$ cat src/hw/rtl/sem_pkg.sv
// shared types and constants for the sobel edge magnitude block
package sem_pkg;

  localparam int PIX_W      = 8;
  localparam int RGB_W      = 3 * PIX_W;
  localparam int GRAD_W     = 12;
  localparam int SUM_W      = 21;
  localparam int MAG_W      = 8;
  localparam int CFG_W_W    = 11;
  localparam int CFG_H_W    = 13;
  localparam int CFG_IDX_W  = 8;
  localparam int CFG_DATA_W = 13;
  localparam int ROW_W      = 13;

  localparam int MAX_WIDTH_DEF = 1024;

  localparam logic [CFG_H_W-1:0] MAX_HEIGHT   = CFG_H_W'(4096);
  localparam logic [CFG_W_W-1:0] WIDTH_RST    = CFG_W_W'(1024);
  localparam logic [CFG_H_W-1:0] HEIGHT_RST   = CFG_H_W'(768);

  localparam logic [CFG_IDX_W-1:0] CFG_IMAGE_WIDTH  = CFG_IDX_W'(0);
  localparam logic [CFG_IDX_W-1:0] CFG_IMAGE_HEIGHT = CFG_IDX_W'(1);

  localparam logic ACT_PIXEL = 1'b0;
  localparam logic ACT_FLUSH = 1'b1;

  typedef enum logic [2:0] {
    ST_IDLE,
    ST_WIN,
    ST_GRAD,
    ST_SQR,
    ST_ROOT,
    ST_OUT
  } sem_state_t;

endpackage

$ cat src/hw/rtl/sem_root.sv
// iterative rounded square root, one result bit per cycle
module sem_root (
  input  logic                      clk,
  input  logic                      rst_n,
  input  logic                      start,
  input  logic [sem_pkg::SUM_W-1:0] sum,
  output logic                      busy,
  output logic                      done,
  output logic [sem_pkg::MAG_W-1:0] root
);

  logic [sem_pkg::SUM_W-1:0]   sum_r;
  logic [sem_pkg::MAG_W-1:0]   n_r;
  logic [sem_pkg::MAG_W-1:0]   bit_r;
  logic                        busy_r;
  logic                        done_r;
  logic [sem_pkg::MAG_W-1:0]   cand;
  logic [2*sem_pkg::MAG_W-1:0] prod;
  logic                        hit;

  always_comb begin
    cand = n_r | bit_r;
    prod = (2*sem_pkg::MAG_W)'(cand * cand) - {{sem_pkg::MAG_W{1'b0}}, cand};
    hit  = {{(sem_pkg::SUM_W-2*sem_pkg::MAG_W){1'b0}}, prod} < sum_r;
  end

  always_ff @(posedge clk) begin
    if (!rst_n) begin
      busy_r <= 1'b0;
      done_r <= 1'b0;
    end else begin
      done_r <= 1'b0;
      if (start) begin
        busy_r <= 1'b1;
      end else if (busy_r && bit_r[0]) begin
        busy_r <= 1'b0;
        done_r <= 1'b1;
      end
    end
  end

  always_ff @(posedge clk) begin
    if (start) begin
      sum_r <= sum;
      n_r   <= '0;
      bit_r <= {1'b1, {(sem_pkg::MAG_W-1){1'b0}}};
    end else if (busy_r) begin
      if (hit) begin
        n_r <= cand;
      end
      bit_r <= bit_r >> 1;
    end
  end

  assign busy = busy_r;
  assign done = done_r;
  assign root = n_r;

endmodule

$ cat config.mk
export PLATFORM = sky130hd
export DESIGN_NAME = sem_root
export DESIGN_NICKNAME = d
export VERILOG_FILES = /design/src/hw/rtl/sem_pkg.sv /design/src/hw/rtl/sem_root.sv
export SDC_FILE = /design/constraint.sdc
export NUM_CORES = 1
export LEC_CHECK = 0
export ABC_AREA = 1
export BUFFER_PORTS_ARGS = -buffer_cell sky130_fd_sc_hd__buf_2
export CORE_ASPECT_RATIO = 1.2
export CORE_MARGIN = 1.5
export CORE_UTILIZATION = 40
export CTS_CLUSTER_DIAMETER = 200
export DETAILED_ROUTE_END_ITERATION = 10
export MAX_ROUTING_LAYER = met4
export PLACE_DENSITY = 0.7
export SLEW_MARGIN = 0
export SYNTH_ARGS = -nofsm -noshare
export SYNTH_HDL_FRONTEND = slang
export SYNTH_SLANG_ARGS = --single-unit
$ cat constraint.sdc
create_clock -name clk -period 4.7 [get_ports clk]
set_input_delay 0.705 -clock clk [delete_from_list [all_inputs] [get_ports clk]]
set_output_delay 0.705 -clock clk [all_outputs]
set_load 0.01 [all_outputs]
==> impl_metrics.prom, run 1 <==
# TYPE chip_impl_metric gauge
chip_impl_metric{name="fillCellCount",unit=""} 822
chip_impl_info{name="unrepaired_setup_endpoints_after_global_routing",value="yes"} 1
chip_impl_metric{name="finClkSkew",unit="ns"} 0.01397
chip_impl_metric{name="routed-via-count",unit=""} 3247
chip_impl_metric{name="cp_data_arrival_time",unit="ns"} 5.08
chip_impl_metric{name="die_y_extent",unit="microns"} 109.8
chip_impl_metric{name="firstDrtPassIters",unit=""} 6
chip_impl_metric{name="floorplan.die.width",unit="microns"} 92.03
chip_impl_metric{name="synth-seq-cells",unit=""} 39
chip_impl_info{name="outcome",value="finished with violations"} 1
chip_impl_metric{name="detailedPlacementHpwl",unit="microns"} 6795
chip_impl_metric{name="fmaxAchievable",unit="MHz"} 203.1
chip_impl_metric{name="synth-warning-count",unit=""} 0
chip_impl_metric{name="syn_inst",unit=""} 471
chip_impl_info{name="clock-root-buffer",value="sky130_fd_sc_hd__clkbuf_8"} 1
chip_impl_metric{name="timing_worst_slew_pin_value",unit="ns"} 0.7835
chip_impl_metric{name="die_area",unit="sq um"} 10110
chip_impl_metric{name="fin_nets",unit=""} 679
chip_impl_metric{name="maximum_number_of_pins_on_one_net_before_global_route_repair",unit=""} 40
chip_impl_metric{name="drt-wirelength-per-cell",unit="microns"} 12.55
chip_impl_info{name="cts_tree",value="yes"} 1
chip_impl_info{name="end_kind",value="flip-flop"} 1
chip_impl_metric{name="numCtsBuffers",unit=""} 5
chip_impl_metric{name="synthesis.area",unit="sq um"} 3805
chip_impl_metric{name="cts_max_path_buffers",unit=""} 2
chip_impl_info{name="holdCritPathClass",value="input port to flip-flop"} 1
chip_impl_metric{name="worst_skew_pair.late_latency",unit="ns"} 0.30
chip_impl_metric{name="grt-ovfl-total",unit=""} 0
chip_impl_info{name="ys.flop_type",value="sky130_fd_sc_hd__edfxtp_1"} 1
chip_impl_metric{name="starting_density_of_the_core",unit="%"} 41.68
chip_impl_metric{name="cellPowerDensity",unit="nW/um^2"} 220.2
chip_impl_metric{name="clk_pin_slew",unit="ns"} 0.09
chip_impl_metric{name="postSynth.asyncResetShare",unit="%"} 0
chip_impl_metric{name="gr-usage-all-layers",unit="%"} 18.73
chip_impl_metric{name="fin_ws",unit="ns"} -0.2229
chip_impl_metric{name="initialDrtViolationCount",unit=""} 106
chip_impl_metric{name="flow.area_growth_from_synthesis",unit="%"} 33.41
chip_impl_metric{name="drive_above_1_share",unit="%"} 33.62
chip_impl_metric{name="global_route.usage.met3",unit="%"} 2.351
chip_impl_metric{name="path_max_fanout",unit=""} 8
chip_impl_info{name="mostFrequentLayoutCell",value="sky130_fd_sc_hd__inv_1"} 1
chip_impl_metric{name="grt_pass1_wl",unit="microns"} 14600
chip_impl_metric{name="worstPathRequired",unit="ns"} 4.85
chip_impl_metric{name="synth_cell_type_count",unit=""} 29
chip_impl_metric{name="max-cap-violations",unit=""} 0
chip_impl_info{name="crit_path_start_kind",value="flip-flop"} 1
chip_impl_metric{name="power.leakage",unit="nW"} 2.632
chip_impl_metric{name="timing_max_transition_violations_final",unit=""} 0
chip_impl_metric{name="groute.layer.met1.usage",unit="%"} 19.01
chip_impl_metric{name="cts_hold_buf",unit=""} 0
chip_impl_metric{name="final_area",unit="sq um"} 5076
chip_impl_metric{name="io_pins",unit=""} 34
chip_impl_metric{name="n_antenna_cell",unit=""} 0
chip_impl_metric{name="ys_seq_area_share",unit="%"} 26.04
chip_impl_metric{name="htreeDepth",unit=""} 2
chip_impl_metric{name="final_min_period_over_clock_period",unit="%"} 104.7
chip_impl_metric{name="vias_per_cell",unit=""} 4.679
chip_impl_metric{name="multi_input_comb_area",unit="sq um"} 2633
chip_impl_metric{name="seqCellArea",unit="sq um"} 1010
chip_impl_metric{name="post_route_drc",unit=""} 0
chip_impl_metric{name="max-slew-margin-rel",unit="%"} 47.76
chip_impl_metric{name="antenna_violations_before_repair",unit=""} 0
chip_impl_info{name="violations",value="setup timing"} 1
chip_impl_metric{name="postRouteWirelength",unit="microns"} 8710
chip_impl_metric{name="dpl_worst_slack",unit="ns"} -0.4776
chip_impl_metric{name="postSynthAreaPerCell",unit="sq um"} 8.078
chip_impl_info{name="grt_most_used_layer",value="met2"} 1
chip_impl_metric{name="placement_rows",unit=""} 38
chip_impl_metric{name="grt_pass1_vias",unit=""} 3435
chip_impl_metric{name="postPlaceCellArea",unit="sq um"} 4598
chip_impl_metric{name="r2r_slack",unit="ns"} -0.22
chip_impl_metric{name="synth_enable_flop_cells",unit=""} 21
chip_impl_metric{name="post-route-min-period",unit="ns"} 4.923
chip_impl_metric{name="setup_violations",unit=""} 8
chip_impl_info{name="criticalPathCategory",value="flip-flop to flip-flop"} 1
chip_impl_metric{name="gp_routability_congestion",unit=""} 0.8558
chip_impl_metric{name="hold_violations",unit=""} 0
chip_impl_metric{name="port_buffers",unit=""} 33
chip_impl_metric{name="ir_drop",unit="mV"} 0.2395
chip_impl_metric{name="cts_sinks",unit=""} 39
chip_impl_metric{name="antenna_left",unit=""} 0
chip_impl_info{name="highest_count_cells_in_the_layout_ignoring_fill_and_taps",value="122 x sky130_fd_sc_hd__inv_1, 65 x sky130_fd_sc_hd__nand2_1, 59 x sky130_fd_sc_hd__buf_4, 41 x sky130_fd_sc_hd__ha_1, 33 x sky130_fd_sc_hd__buf_2"} 1
chip_impl_metric{name="use_met2",unit="%"} 37.20
chip_impl_metric{name="core-area",unit="sq um"} 9129
==> critical path: stages (launching register included) <==
cell	delay (ns)
sky130_fd_sc_hd__dfxtp_2	0.35
sky130_fd_sc_hd__nor2_4	0.20
sky130_fd_sc_hd__buf_6	0.13
sky130_fd_sc_hd__nor2_2	0.04
sky130_fd_sc_hd__fa_1	0.54
sky130_fd_sc_hd__fa_1	0.45
sky130_fd_sc_hd__fa_1	0.50
sky130_fd_sc_hd__inv_1	0.06
sky130_fd_sc_hd__fa_1	0.57
sky130_fd_sc_hd__inv_2	0.05
sky130_fd_sc_hd__ha_4	0.30
sky130_fd_sc_hd__nand2_2	0.09
sky130_fd_sc_hd__nor2_4	0.12
sky130_fd_sc_hd__nand2_1	0.08
sky130_fd_sc_hd__nand3_2	0.12
sky130_fd_sc_hd__nand2_2	0.08
sky130_fd_sc_hd__nand3b_1	0.10
sky130_fd_sc_hd__nand2_1	0.06
sky130_fd_sc_hd__ha_1	0.26
sky130_fd_sc_hd__nand2_1	0.06
sky130_fd_sc_hd__nor2_1	0.08
sky130_fd_sc_hd__nand2_1	0.08
sky130_fd_sc_hd__inv_1	0.08
sky130_fd_sc_hd__nand2_2	0.06
sky130_fd_sc_hd__buf_12	0.13
sky130_fd_sc_hd__nand4_1	0.10
sky130_fd_sc_hd__a21oi_2	0.06
==> flip-flops by register name (all words and copies together), names as in the netlist <==
name,flops
busy,1
done,1
bit_r,8
root,8
sum_r,21
==> cell usage after synthesis, types with 2 or more instances <==
library cell	n	share of area, %
sky130_fd_sc_hd__nor3_1	3	0.39
sky130_fd_sc_hd__nand4_1	10	1.6
sky130_fd_sc_hd__a31oi_1	2	0.33
sky130_fd_sc_hd__xor2_1	8	1.8
sky130_fd_sc_hd__nor2_4	2	0.59
sky130_fd_sc_hd__inv_1	128	13
sky130_fd_sc_hd__o21ai_0	7	0.92
sky130_fd_sc_hd__dfxtp_1	18	9.5
sky130_fd_sc_hd__nand3_1	12	1.6
sky130_fd_sc_hd__fa_1	33	17
sky130_fd_sc_hd__a21o_1	2	0.39
sky130_fd_sc_hd__edfxtp_1	21	17
sky130_fd_sc_hd__nor2_1	46	4.5
sky130_fd_sc_hd__nand2_1	78	7.7
sky130_fd_sc_hd__a21oi_1	29	3.8
sky130_fd_sc_hd__nor2_2	3	0.49
sky130_fd_sc_hd__ha_1	49	16
sky130_fd_sc_hd__xnor2_1	8	1.8
sky130_fd_sc_hd__clkbuf_1	2	0.20
==> per-layer routing <==
layer / up-vias / routed length (microns)
met5: - / 0
met4: 0 / 161
met3: 14 / 202
met2: 48 / 4869
met1: 1547 / 3477
li1: 1638 / -
==> worst paths after layout <==
| kind | startpoint | end | depth (start not counted) |
|---|---|---|---|
| worst max-delay path | root[2]$_SDFFE_PP0P_ | root[1]$_SDFFE_PP0P_ | 26 |
| worst min-delay path | sum[5] | sum_r[5]$_DFFE_PP_ | 1 |
| worst max register to register | root[2]$_SDFFE_PP0P_ | root[1]$_SDFFE_PP0P_ | 26 |
| worst min register to register | root[7]$_SDFFE_PP0P_ | root[7]$_SDFFE_PP0P_ | 3 |
==> area by class of cell <==
| cell class | count | area share [%] |
|---|---|---|
| repair buffers | 98 | 13.48 |
| flip-flops and latches | 39 | 19.89 |
| well taps | 120 | 2.958 |
| inverters | 129 | 9.539 |
| multi-input cells | 300 | 51.86 |
| clock buffers | 5 | 1.356 |
| clock inverters | 3 | 0.9120 |
==> kinds of logic after synthesis <==
| logic type | after synthesis | synth area share (%) |
|---|---|---|
| buffers and inverters | 133 | 13.15 |
| other | 1 | 0.09856 |
| DFF | 39 | 26.04 |
| xor gates and xnor gates | 16 | 3.683 |
| AOI/OAI and AO/OA | 44 | 6.248 |
| adders and majority gates | 82 | 33.48 |
| and+or+nand+nor | 156 | 17.30 |
==> per-stage QoR <==
step                TNS [ns]  hold WS [ns]  total power, mW  util [%]  std cells
floorplan                  0        0.4655           0.6392         -        472
global placement      -2.831        0.5794           0.7472     50.37        678
detailed placement    -3.721        0.5870           0.7635     50.37        678
CTS                   -1.350        0.5669            1.102     54.62        691
global route          -3.390        0.5579            1.190     55.61        694
finish                -1.648        0.5685            1.118     55.61        694
==> power by group <==
| part | internal, mW | leakage, nW | switching (mW) |
|---|---|---|---|
| Combinational | 0.194 | 2.22 | 0.242 |
| Clock | 0.160 | 0.0548 | 0.133 |
| Sequential | 0.379 | 0.358 | 0.00886 |
| Total | 0.734 | 2.63 | 0.384 |
==> what timing repair did <==
item | in CTS | in global routing
resized for setup | 71 | 20
endpoints found under the setup margin | 8 | 8
buffers inserted | 5 | 3
pin swaps | 45 | 16
cloned | 0 | 0
(Power assumes the default switching activity.)
==> run 2: changes to the inputs <==
- REMOVE_ABC_BUFFERS: default -> 1
==> run 2 against run 1 <==
Effect of this change: count of clock-buffer cells in the layout stayed put; sequential share of layout area is 0.33 points lower; worst hold slack better by 0.0029 ns; via count is 1.5% higher; combinational power is 4.6% lower; worst setup slack better by 0.038 ns; critical endpoint is now root[3]$_SDFFE_PP0P_; utilization is 0.79 points higher; the run still ends with setup timing left; first-iteration DRC count is 5.7% lower; critical path depth is 1 lower.
==> impl_metrics.prom, run 2 (synthesis gave the netlist of run 1 again) <==
# TYPE chip_impl_metric gauge
chip_impl_info{name="outcome",value="finished with violations"} 1
chip_impl_info{name="violations",value="setup timing"} 1
chip_impl_metric{name="initialDrtViolationCount",unit=""} 100
chip_impl_metric{name="die_area",unit="sq um"} 10110
chip_impl_metric{name="seqCellArea",unit="sq um"} 1007
chip_impl_metric{name="fin_tns_setup",unit="ns"} -1.349
chip_impl_info{name="slowest_stage",value="sky130_fd_sc_hd__fa_1"} 1
chip_impl_metric{name="core-area",unit="sq um"} 9129
chip_impl_metric{name="grt-ovfl-total",unit=""} 0
chip_impl_metric{name="cts_sinks",unit=""} 39
chip_impl_metric{name="cts_hold_buf",unit=""} 0
chip_impl_info{name="critical-path-top-cell-by-count",value="sky130_fd_sc_hd__fa_1"} 1
chip_impl_metric{name="cp_data_arrival_time",unit="ns"} 5.03
chip_impl_metric{name="fillCellCount",unit=""} 832
chip_impl_metric{name="crit_path_max_incr_delay",unit="ns"} 0.56
chip_impl_metric{name="fin_nets",unit=""} 692
chip_impl_metric{name="htreeDepth",unit=""} 2
chip_impl_metric{name="setup_violations",unit=""} 8
chip_impl_metric{name="floorplan.die.width",unit="microns"} 92.03
chip_impl_metric{name="timing_max_transition_violations_final",unit=""} 0
chip_impl_info{name="highest_count_cells_in_the_layout_ignoring_fill_and_taps",value="118 x sky130_fd_sc_hd__inv_1, 69 x sky130_fd_sc_hd__nand2_1, 69 x sky130_fd_sc_hd__buf_4, 41 x sky130_fd_sc_hd__ha_1, 33 x sky130_fd_sc_hd__buf_2"} 1
chip_impl_metric{name="max-cap-violations",unit=""} 0
chip_impl_metric{name="drive_above_1_share",unit="%"} 33.22
chip_impl_metric{name="flow.area_growth_from_synthesis",unit="%"} 35.32
chip_impl_metric{name="firstDrtPassIters",unit=""} 6
chip_impl_metric{name="clk_pin_slew",unit="ns"} 0.08
chip_impl_metric{name="timing_worst_slew_pin_value",unit="ns"} 0.7971
chip_impl_metric{name="routed-via-count",unit=""} 3296
chip_impl_metric{name="finClkSkew",unit="ns"} 0.007305
chip_impl_metric{name="placement_rows",unit=""} 38
chip_impl_metric{name="gp_routability_congestion",unit=""} 0.8976
chip_impl_metric{name="worst_skew_pair.late_latency",unit="ns"} 0.30
chip_impl_metric{name="antenna_violations_before_repair",unit=""} 0
chip_impl_metric{name="postRouteWirelength",unit="microns"} 8764
chip_impl_metric{name="vias_per_cell",unit=""} 4.662
chip_impl_metric{name="die_y_extent",unit="microns"} 109.8
chip_impl_metric{name="fmaxAchievable",unit="MHz"} 204.7
chip_impl_metric{name="hold_violations",unit=""} 0
chip_impl_metric{name="worstPathRequired",unit="ns"} 4.85
chip_impl_metric{name="io_pins",unit=""} 34
chip_impl_metric{name="cts_max_path_buffers",unit=""} 2
chip_impl_metric{name="post-route-min-period",unit="ns"} 4.885
chip_impl_metric{name="power.leakage",unit="nW"} 2.676
chip_impl_metric{name="final_core_util",unit="%"} 56.40
chip_impl_info{name="holdCritPathClass",value="input port to flip-flop"} 1
chip_impl_metric{name="post_route_drc",unit=""} 0
chip_impl_info{name="largest_register",value="sum_r"} 1
chip_impl_info{name="timing.critical_path.max_delay_family",value="adder cells"} 1
chip_impl_metric{name="fin_ws",unit="ns"} -0.1853
chip_impl_info{name="cts_tree",value="yes"} 1
chip_impl_metric{name="port_buffers",unit=""} 33
chip_impl_metric{name="ir_drop",unit="mV"} 0.2630
chip_impl_info{name="clock-root-buffer",value="sky130_fd_sc_hd__clkbuf_8"} 1
chip_impl_metric{name="grt_pass1_wl",unit="microns"} 14570
chip_impl_info{name="unrepaired_setup_endpoints_after_global_routing",value="yes"} 1
chip_impl_metric{name="maximum_number_of_pins_on_one_net_before_global_route_repair",unit=""} 40
chip_impl_info{name="end_kind",value="flip-flop"} 1
chip_impl_metric{name="detailedPlacementHpwl",unit="microns"} 6973
chip_impl_info{name="crit_path_start_kind",value="flip-flop"} 1
chip_impl_metric{name="antenna_left",unit=""} 0
chip_impl_metric{name="n_antenna_cell",unit=""} 0
chip_impl_info{name="mostFrequentLayoutCell",value="sky130_fd_sc_hd__inv_1"} 1
chip_impl_info{name="criticalPathCategory",value="flip-flop to flip-flop"} 1
chip_impl_metric{name="multi_input_comb_area",unit="sq um"} 2601
chip_impl_metric{name="path_max_fanout",unit=""} 8
chip_impl_metric{name="drt-wirelength-per-cell",unit="microns"} 12.40
chip_impl_metric{name="cellPowerDensity",unit="nW/um^2"} 211.0
chip_impl_metric{name="grt_pass1_vias",unit=""} 3396
chip_impl_metric{name="starting_density_of_the_core",unit="%"} 41.68
chip_impl_metric{name="critPathBufInv",unit=""} 5
chip_impl_metric{name="numCtsBuffers",unit=""} 5
chip_impl_metric{name="max-slew-margin-rel",unit="%"} 46.86
chip_impl_metric{name="final_min_period_over_clock_period",unit="%"} 103.9
chip_impl_metric{name="gr-usage-all-layers",unit="%"} 18.79
chip_impl_metric{name="number_of_flip_flops_in_the_largest_register",unit=""} 21
run 2: cell types whose count changed in the layout (fill, tap and decap cells not counted), moves of 4 or more:
cell	before	now
sky130_fd_sc_hd__nand2_1	65	69
sky130_fd_sc_hd__inv_2	7	11
sky130_fd_sc_hd__nand2_2	12	8
sky130_fd_sc_hd__inv_1	122	118
sky130_fd_sc_hd__buf_4	59	69
run 2: power by group:
part | switching, mW | internal (mW)
sequential | 0.00865 | 0.379
clock | 0.124 | 0.158
combinational | 0.228 | 0.189
run 2: path summary, 6_finish.rpt:
kind / start / endpoint / slack [ns] / cells past startpoint
worst max-delay path: root[2]$_SDFFE_PP0P_ / root[3]$_SDFFE_PP0P_ / -0.19 / 25
worst min-delay path: sum[5] / sum_r[5]$_DFFE_PP_ / 0.57 / 1
worst max register to register: root[2]$_SDFFE_PP0P_ / root[3]$_SDFFE_PP0P_ / -0.19 / 25
worst min register to register: root[4]$_SDFFE_PP0P_ / root[4]$_SDFFE_PP0P_ / 0.58 / 3
run 2: per-layer routing:
layer,wire [microns],vias up,global-route usage (%)
met5,0,-,-
met4,204,0,6.813
met3,158,20,1.314
met2,4865,43,36.56
met1,3535,1564,19.92
li1,-,1669,-
run 2: worst register-to-register path: stages (launching register included):
cell and delay (ns):
sky130_fd_sc_hd__dfxtp_2 0.34, sky130_fd_sc_hd__nor2_4 0.12, sky130_fd_sc_hd__buf_12 0.14, sky130_fd_sc_hd__nor2_4 0.05, sky130_fd_sc_hd__fa_1 0.53, sky130_fd_sc_hd__fa_1 0.44
sky130_fd_sc_hd__fa_1 0.56, sky130_fd_sc_hd__inv_2 0.04, sky130_fd_sc_hd__fa_1 0.51, sky130_fd_sc_hd__inv_2 0.05, sky130_fd_sc_hd__ha_4 0.27, sky130_fd_sc_hd__buf_6 0.10
sky130_fd_sc_hd__nand2_2 0.06, sky130_fd_sc_hd__buf_4 0.14, sky130_fd_sc_hd__o21ai_1 0.14, sky130_fd_sc_hd__nand2_1 0.07, sky130_fd_sc_hd__nand3_1 0.12, sky130_fd_sc_hd__xor2_1 0.09
sky130_fd_sc_hd__ha_1 0.27, sky130_fd_sc_hd__nand2_1 0.05, sky130_fd_sc_hd__nor2_1 0.11, sky130_fd_sc_hd__nand2_1 0.08, sky130_fd_sc_hd__nor2_1 0.12, sky130_fd_sc_hd__nand2_2 0.14
sky130_fd_sc_hd__nand4_1 0.14, sky130_fd_sc_hd__a21oi_1 0.07
run 2: layout make-up:
class	instances	share of cell area (%)
Clock buffer	5	1.337
Clock inverter	3	0.8505
Inverter	129	9.405
Multi-Input combinational cell	300	50.52
Sequential cell	39	19.56
Tap cell	120	2.916
Timing Repair Buffer	111	15.41
run 2: timing repair:
| action | CTS | global route |
|---|---|---|
| setup buffers | 9 | 9 |
| pin swaps | 43 | 38 |
| setup endpoints to repair | 8 | 8 |
| resized for setup | 71 | 24 |
run 2: through the flow:
step / worst slack [ns] / area [sq um] / cells / hold WS [ns] / power [mW]
global route: -0.4272 / 5149 / 707 / 0.5616 / 1.159
CTS: -0.2090 / 4984 / 698 / 0.5684 / 1.071
floorplan: -0.1638 / 3792 / 468 / 0.4479 / 0.6335
detailed placement: -0.5872 / 4558 / 681 / 0.5633 / 0.7484
finish: -0.1853 / 5149 / 707 / 0.5714 / 1.087
global placement: -0.4954 / 4558 / 681 / 0.5602 / 0.7370
